## src/hw/rtl/nhht_pkg.sv

```systemverilog
package nhht_pkg;

	// Field widths of the stream payload.
	localparam int CMD_W    = 2;
	localparam int KEY_W    = 8;
	localparam int HOP_W    = 8;
	localparam int STATUS_W = 3;

	// One stored way: valid flag, next hop and key, key in the lowest bits.
	localparam int ENT_W = 1 + HOP_W + KEY_W;

	// Command codes.
	localparam logic [CMD_W-1:0] CMD_SET    = 2'd0;
	localparam logic [CMD_W-1:0] CMD_LOOKUP = 2'd1;
	localparam logic [CMD_W-1:0] CMD_CLEAR  = 2'd2;

	// Status codes.
	localparam logic [STATUS_W-1:0] STAT_UPDATED  = 3'd0;
	localparam logic [STATUS_W-1:0] STAT_INSERTED = 3'd1;
	localparam logic [STATUS_W-1:0] STAT_FULL     = 3'd2;
	localparam logic [STATUS_W-1:0] STAT_HIT      = 3'd3;
	localparam logic [STATUS_W-1:0] STAT_MISS     = 3'd4;
	localparam logic [STATUS_W-1:0] STAT_CLEARED  = 3'd5;

endpackage

```

## src/hw/rtl/nhht_ram.sv

```systemverilog
module nhht_ram #(
	parameter int WIDTH = 68,
	parameter int DEPTH = 16
) (
	input  logic                                          clk,
	input  logic                                          wr_en,
	input  logic [((DEPTH > 1) ? $clog2(DEPTH) : 1)-1:0] wr_addr,
	input  logic [WIDTH-1:0]                              wr_data,
	input  logic                                          rd_en,
	input  logic [((DEPTH > 1) ? $clog2(DEPTH) : 1)-1:0] rd_addr,
	output logic [WIDTH-1:0]                              rd_data
);

	logic [WIDTH-1:0] mem [DEPTH];

	// Single write port.
	always_ff @(posedge clk) begin
		if (wr_en) begin
			mem[wr_addr] <= wr_data;
		end
	end

	// Registered read; the data holds while no read is issued.
	always_ff @(posedge clk) begin
		if (rd_en) begin
			rd_data <= mem[rd_addr];
		end
	end

endmodule

```

## src/hw/rtl/next_hop_hash_table_top.sv

```systemverilog
// Channel   Direction  tdata                               tuser
// s_axis    in         dest_node [7:0], next_hop [15:8]    cmd [1:0]
// m_axis    out        hop_out [7:0]                       status [2:0]
//
// Each transaction first reads the bucket row from the RAM, then compares the ways,
// writes the row back and loads the result register.
// One command is in flight at a time; a new one is taken as soon as the previous
// result sits in the output register, even if the sink has not yet taken it.
// A stalled sink holds the command in its compare cycle until the result register frees.
// Reset clears a per-bucket valid flag, so the table is empty at once with no sweep;
// a clear command does the same in its compare cycle.
module next_hop_hash_table_top #(
	parameter int SLOTS = 16,
	parameter int WAYS  = 4
) (
	input  logic                            clk,
	input  logic                            arst_n,
	input  logic                            s_axis_tvalid,
	output logic                            s_axis_tready,
	input  logic [15:0]                     s_axis_tdata,  // dest_node [7:0], next_hop [15:8]
	input  logic [nhht_pkg::CMD_W-1:0]      s_axis_tuser,  // cmd [1:0]
	output logic                            m_axis_tvalid,
	input  logic                            m_axis_tready,
	output logic [nhht_pkg::HOP_W-1:0]      m_axis_tdata,  // hop_out [7:0]
	output logic [nhht_pkg::STATUS_W-1:0]   m_axis_tuser   // status [2:0]
);

	import nhht_pkg::*;

	localparam int SLOT_W = (SLOTS > 1) ? $clog2(SLOTS) : 1;
	localparam int ROW_W  = WAYS * ENT_W;
	localparam int KEYS   = 1 << KEY_W;

	localparam logic ST_IDLE = 1'b0;
	localparam logic ST_LOOK = 1'b1;

	logic                state_q;
	logic [CMD_W-1:0]    cmd_q;
	logic [KEY_W-1:0]    dest_q;
	logic [HOP_W-1:0]    hop_q;
	logic [SLOT_W-1:0]   bucket_q;
	logic [SLOTS-1:0]    row_valid_q;
	logic                m_tvalid_q;
	logic [STATUS_W-1:0] status_q;
	logic [HOP_W-1:0]    hop_out_q;

	logic                accept;
	logic                out_free;
	logic                done;
	logic [KEY_W-1:0]    in_dest;
	logic [HOP_W-1:0]    in_hop;
	logic [SLOT_W-1:0]   bucket_lut [KEYS];
	logic [SLOT_W-1:0]   in_bucket;

	logic [ROW_W-1:0]    rd_row;
	logic [ROW_W-1:0]    wr_row;
	logic                wr_en;

	logic [WAYS-1:0]     way_valid;
	logic [KEY_W-1:0]    way_key [WAYS];
	logic [HOP_W-1:0]    way_hop [WAYS];
	logic                match_any;
	logic                free_any;
	logic [WAYS-1:0]     match_sel;
	logic [WAYS-1:0]     free_sel;
	logic [HOP_W-1:0]    match_hop;
	logic [STATUS_W-1:0] res_status;
	logic [HOP_W-1:0]    res_hop;

	assign in_dest = s_axis_tdata[KEY_W-1:0];
	assign in_hop  = s_axis_tdata[KEY_W +: HOP_W];

	// Handshakes: one command at a time, result register acts as the skid.
	assign s_axis_tready = (state_q == ST_IDLE);
	assign accept        = s_axis_tvalid && s_axis_tready;
	assign out_free      = !m_tvalid_q || m_axis_tready;
	assign done          = (state_q == ST_LOOK) && out_free;

	// Bucket is the key modulo the slot count, looked up in a constant table.
	for (genvar k = 0; k < KEYS; k++) begin : g_bucket_lut
		assign bucket_lut[k] = SLOT_W'(k % SLOTS);
	end

	assign in_bucket = bucket_lut[in_dest];

	// Bucket rows: all ways of one bucket in a single word.
	nhht_ram #(
		.WIDTH (ROW_W),
		.DEPTH (SLOTS)
	) u_rows (
		.clk     (clk),
		.wr_en   (wr_en),
		.wr_addr (bucket_q),
		.wr_data (wr_row),
		.rd_en   (accept),
		.rd_addr (in_bucket),
		.rd_data (rd_row)
	);

	// Unpack the row; a bucket not written since the last clear reads as empty.
	always_comb begin
		for (int w = 0; w < WAYS; w++) begin
			way_key[w]   = rd_row[w*ENT_W +: KEY_W];
			way_hop[w]   = rd_row[w*ENT_W + KEY_W +: HOP_W];
			way_valid[w] = rd_row[w*ENT_W + KEY_W + HOP_W] && row_valid_q[bucket_q];
		end
	end

	// Lowest matching way and lowest free way.
	always_comb begin
		match_any = 1'b0;
		free_any  = 1'b0;
		match_sel = '0;
		free_sel  = '0;
		match_hop = '0;
		for (int w = 0; w < WAYS; w++) begin
			if (!match_any && way_valid[w] && (way_key[w] == dest_q)) begin
				match_any    = 1'b1;
				match_sel[w] = 1'b1;
				match_hop    = way_hop[w];
			end
			if (!free_any && !way_valid[w]) begin
				free_any    = 1'b1;
				free_sel[w] = 1'b1;
			end
		end
	end

	// Row written back by a set: update the matching way, else fill the free way.
	always_comb begin
		for (int w = 0; w < WAYS; w++) begin
			if (match_any) begin
				wr_row[w*ENT_W +: ENT_W] = {way_valid[w],
					match_sel[w] ? hop_q : way_hop[w], way_key[w]};
			end else if (free_sel[w]) begin
				wr_row[w*ENT_W +: ENT_W] = {1'b1, hop_q, dest_q};
			end else begin
				wr_row[w*ENT_W +: ENT_W] = {way_valid[w], way_hop[w], way_key[w]};
			end
		end
	end

	assign wr_en = done && (cmd_q == CMD_SET) && (match_any || free_any);

	// Result of the command.
	always_comb begin
		res_status = STAT_MISS;
		res_hop    = '0;
		unique case (cmd_q)
			CMD_SET: begin
				if (match_any) begin
					res_status = STAT_UPDATED;
				end else if (free_any) begin
					res_status = STAT_INSERTED;
				end else begin
					res_status = STAT_FULL;
				end
			end
			CMD_LOOKUP: begin
				if (match_any) begin
					res_status = STAT_HIT;
					res_hop    = match_hop;
				end
			end
			CMD_CLEAR: begin
				res_status = STAT_CLEARED;
			end
			default: begin
				res_status = STAT_MISS;
			end
		endcase
	end

	// Command registers, captured with the transaction.
	always_ff @(posedge clk) begin
		if (accept) begin
			cmd_q    <= s_axis_tuser;
			dest_q   <= in_dest;
			hop_q    <= in_hop;
			bucket_q <= in_bucket;
		end
	end

	// Result payload.
	always_ff @(posedge clk) begin
		if (done) begin
			status_q  <= res_status;
			hop_out_q <= res_hop;
		end
	end

	// Sequencer, result valid and per-bucket valid flags.
	always_ff @(posedge clk or negedge arst_n) begin
		if (!arst_n) begin
			state_q     <= ST_IDLE;
			m_tvalid_q  <= 1'b0;
			row_valid_q <= '0;
		end else begin
			unique case (state_q)
				ST_IDLE: begin
					if (accept) begin
						state_q <= ST_LOOK;
					end
				end
				ST_LOOK: begin
					if (done) begin
						state_q <= ST_IDLE;
					end
				end
				default: begin
					state_q <= ST_IDLE;
				end
			endcase

			if (done) begin
				m_tvalid_q <= 1'b1;
			end else if (m_axis_tready) begin
				m_tvalid_q <= 1'b0;
			end

			if (done && (cmd_q == CMD_CLEAR)) begin
				row_valid_q <= '0;
			end else if (wr_en) begin
				row_valid_q[bucket_q] <= 1'b1;
			end
		end
	end

	assign m_axis_tvalid = m_tvalid_q;
	assign m_axis_tdata  = hop_out_q;
	assign m_axis_tuser  = status_q;

endmodule
```

## config.mk

```make
export PLATFORM = sky130hd
export DESIGN_NAME = next_hop_hash_table_top
export DESIGN_NICKNAME = d
export VERILOG_FILES = /design/src/hw/rtl/nhht_pkg.sv /design/src/hw/rtl/nhht_ram.sv /design/src/hw/rtl/next_hop_hash_table_top.sv
export SDC_FILE = /design/constraint.sdc
export NUM_CORES = 1
export LEC_CHECK = 0
export BUFFER_PORTS_ARGS = -buffer_cell sky130_fd_sc_hd__clkbuf_2
export CAP_MARGIN = 20
export CORE_MARGIN = 2
export CORE_UTILIZATION = 54
export CTS_BUF_LIST = sky130_fd_sc_hd__clkbuf_2 sky130_fd_sc_hd__clkbuf_4 sky130_fd_sc_hd__clkbuf_8
export DETAILED_ROUTE_END_ITERATION = 16
export HOLD_SLACK_MARGIN = 0.03
export PLACE_DENSITY = 0.68
export SLEW_MARGIN = 20
export SYNTH_ARGS = -nofsm -noshare
export SYNTH_HDL_FRONTEND = slang
export SYNTH_SLANG_ARGS = --single-unit
```

## constraint.sdc

```tcl
create_clock -name clk -period 22.1 [get_ports clk]
set_input_delay 4.42 -clock clk [delete_from_list [all_inputs] [get_ports clk]]
set_output_delay 4.42 -clock clk [all_outputs]
set_load 0.01 [all_outputs]
```

==> results.json <==
{
  "antenna_found_initial": 8,
  "ir_drop_mv": 0.0611,
  "dieArea_um2": 88200,
  "required_ps": 22680,
  "synth-seq-cells": 1203,
  "finalCritPeriodShare_pct": 32.8,
  "synth_ff_type": "edfxtp_1",
  "vias": 21600,
  "dr.pass1.iters": 5,
  "core_area_um2": 85100,
  "cts_made_buffers": 183,
  "clk_path_buf_depth": 3,
  "reg2reg_depth": 9,
  "drc_errors": 0,
  "gp_congestion": 0.773,
  "cp-startpoint": "s_axis_tdata[0]",
  "syn-mean-instance-area_um2": 24.0,
  "cts-root-buf": "clkbuf_8",
  "setup.worst_path.class": "in -> reg",
  "stdcell_count": 3389,
  "status": "finished clean",
  "setup_viol": 0,
  "cts_setup_buffers": 0,
  "finalPower_mw": 4.64,
  "min_path_type": "reg -> reg",
  "grt_pass1_wl_mm": 150,
  "seq_area_frac_synth_pct": 77.7,
  "setup_tns_ps": 0,
  "reg2reg_to": "u_rows.mem[7][24]",
  "hold_viol": 0,
  "grt_use_total_pct": 23.8,
  "synth_cell_types": 46,
  "synth_edf_count": 1185,
  "htreeDepth": 4,
  "cts_tree": "done",
  "slowest_delay_ps": 740,
  "synthCells": 1929,
  "netlist_area_um2": 46400,
  "wl_per_cell_um": 30.6,
  "ys_warn_count": 0,
  "via_per_inst": 6.38,
  "async_reset_ff_share_pct": 1.50,
  "start_kind": "input pin",
  "layout_setup_ws_ps": 14850,
  "leakage_nw": 16.1,
  "cts_resized": 0,
  "routed_wl_mm": 104,
  "regToRegStartpoint": "dest_q[0]",
  "grt_pass1_vias": 22400,
  "regArea_um2": 36000,
  "drive_gt1_share_pct": 36.6,
  "path_clk_slew_ps": 60,
  "p_per_area_nw_per_um2": 89.8,
  "ctsHoldBuffers": 0,
  "dp_cells": 3057,
  "final_nets": 2121,
  "fill_cells": 5840,
  "clock_sinks": 1203,
  "antenna_left": 0,
  "syn_to_final_growth_pct": 11.5,
  "fin_skew_ps": 58.7,
  "maxCapViolations": 0,
  "slew_headroom_pct": 21.1,
  "critical_path_arrival_ps": 7830,
  "pre_cts_slack_ps": 13740,
  "dpl_cell_area_um2": 48100,
  "die_h_um": 297,
  "drt_iter0_drc": 2592,
  "port-buffer-count": 34,
  "hold_depth": 2,
  "drv_slew": 0,
  "tightestPinTransition_ps": 1180,
  "grt_overflow": 0,
  "max_freq_mhz": 138,
  "chipWidth_um": 297,
  "ios": 35,
  "start_util_pct": 54.5,
  "setup.worst_path.end": "u_rows.rd_data[48]",
  "rsz0062_at_grt": "no",
  "stdcell_area_um2": 51700,
  "multi_input_area_um2": 10000,
  "slowest_stage": "buf_4",
  "syn_nets": 1951,
  "dp_hpwl_mm": 52.2,
  "cp-end-kind": "flip-flop",
  "clk_latency_ps": 870,
  "worstPathMaxFanout": 45,
  "cp_cell_sequence": "buf_8 > buf_16 > buf_4 > buf_4 > mux4_2 > mux4_2",
  "grt_max_degree": 94,
  "r2r_slack_ps": 17050,
  "fin_crit_ps": 7250,
  "rows": 107
}
## final cells by class
type                            count  share of cell area (%)
Antenna cell                        6                  0.0290
Clock buffer                      246                    5.81
Clock inverter                     79                    1.02
Inverter                            3                  0.0218
Multi-Input combinational cell    616                    19.4
Sequential cell                  1203                    69.7
Tap cell                         1144                    2.77
Timing Repair Buffer               92                    1.27
## worst max-delay path: cells and delay by family
| family | cells | cell delay, ps |
|---|---|---|
| buf+inv | 4 | 2230 |
| mux | 2 | 1070 |
## layer usage
layer  track usage (%)  vias up  wire (um)  part of all wire, %
li1                  -     8680          -                    -
met1              33.6    11600      41300                   40
met2              37.5     1164      50600                   49
met3              5.39      180       9420                  9.1
met4              7.76        2       2420                  2.3
met5                 0        -         13                0.013
## flip-flops by register name (all words and copies together), names as in the netlist
name and count:
state_q 1, m_axis_tvalid 1, m_axis_tdata 8, row_valid_q 16, dest_q 8, u_rows.mem 1088
hop_q 8, m_axis_tuser 3, cmd_q 2, u_rows.rd_data 68
## metrics by stage
stage | hold WS [ps] | utilization, %
2_1_floorplan | 435 | -
3_3_place_gp | 446 | 56.5
3_5_place_dp | 455 | 56.5
4_1_cts | 469 | 60.7
5_1_grt | 495 | 60.7
6_report | 477 | 60.7
## cell usage after synthesis, types with 9 or more instances
master	instances	share of area, %
mux2_2	56	1.4
xnor2_1	32	0.60
buf_1	19	0.15
clkbuf_1	77	0.62
mux2_4	9	0.29
nor4_1	18	0.24
o41ai_1	16	0.30
edfxtp_1	1185	77
nand3_1	11	0.12
mux4_2	341	17
a21oi_1	13	0.14
nor2_1	12	0.097
nand2_1	46	0.37
dfrtp_1	18	0.97
## worst min-delay path by stage
stage / endpoint / slack (ps) / startpoint
2_1_floorplan: row_valid_q[13] / 430 / row_valid_q[13]
3_3_place_gp: row_valid_q[14] / 450 / row_valid_q[14]
3_5_place_dp: row_valid_q[4] / 450 / row_valid_q[4]
4_1_cts: row_valid_q[4] / 470 / row_valid_q[4]
5_1_grt: row_valid_q[8] / 490 / row_valid_q[8]
6_report: row_valid_q[12] / 480 / row_valid_q[12]
## logic make-up (layout without fill, tap and decap cells)
logic type      after synthesis  count (layout)  share of synthesized area (%)
compound gates               47              47                          0.772
buf+inv                     110             420                          0.966
xor+xnor                     32              32                          0.604
simple gates                123             123                           1.48
flops                      1203            1203                           77.7
mux                         414             414                           18.5
other cells                   0               6                              0
## cells in the final DEF, fill, tap and decap left out, drive strengths merged, types with 2 or more instances in the layout
| master | synthesis | layout |
|---|---|---|
| edfxtp | 1185 | 1185 |
| mux4 | 344 | 344 |
| clkbuf | 77 | 276 |
| clkinv | 0 | 66 |
| mux2 | 65 | 65 |
| buf | 30 | 62 |
| nand2 | 46 | 46 |
| xnor2 | 32 | 32 |
| nor4 | 21 | 21 |
| dfrtp | 18 | 18 |
| o41ai | 16 | 16 |
| inv | 3 | 14 |
| a21oi | 13 | 13 |
| nor2 | 12 | 12 |
| nand3 | 11 | 11 |
| o221a | 8 | 8 |
| nor3 | 7 | 7 |
| diode | 0 | 6 |
| nand2b | 5 | 5 |
| nand4 | 5 | 5 |
| mux2i | 5 | 5 |
| o21ai | 5 | 5 |
| or2 | 5 | 5 |
| or3 | 3 | 3 |
| nor4b | 3 | 3 |
| bufinv | 0 | 2 |
| nor2b | 2 | 2 |
## report_power, final
group	internal [mW]	switching, mW	leakage [nW]
Sequential	2.59	0.0277	10.9
Combinational	0.0989	0.163	3.33
Clock	0.917	0.849	1.88
Total	3.60	1.04	16.1
No activity file was read; power rests on OpenSTA's default activity.
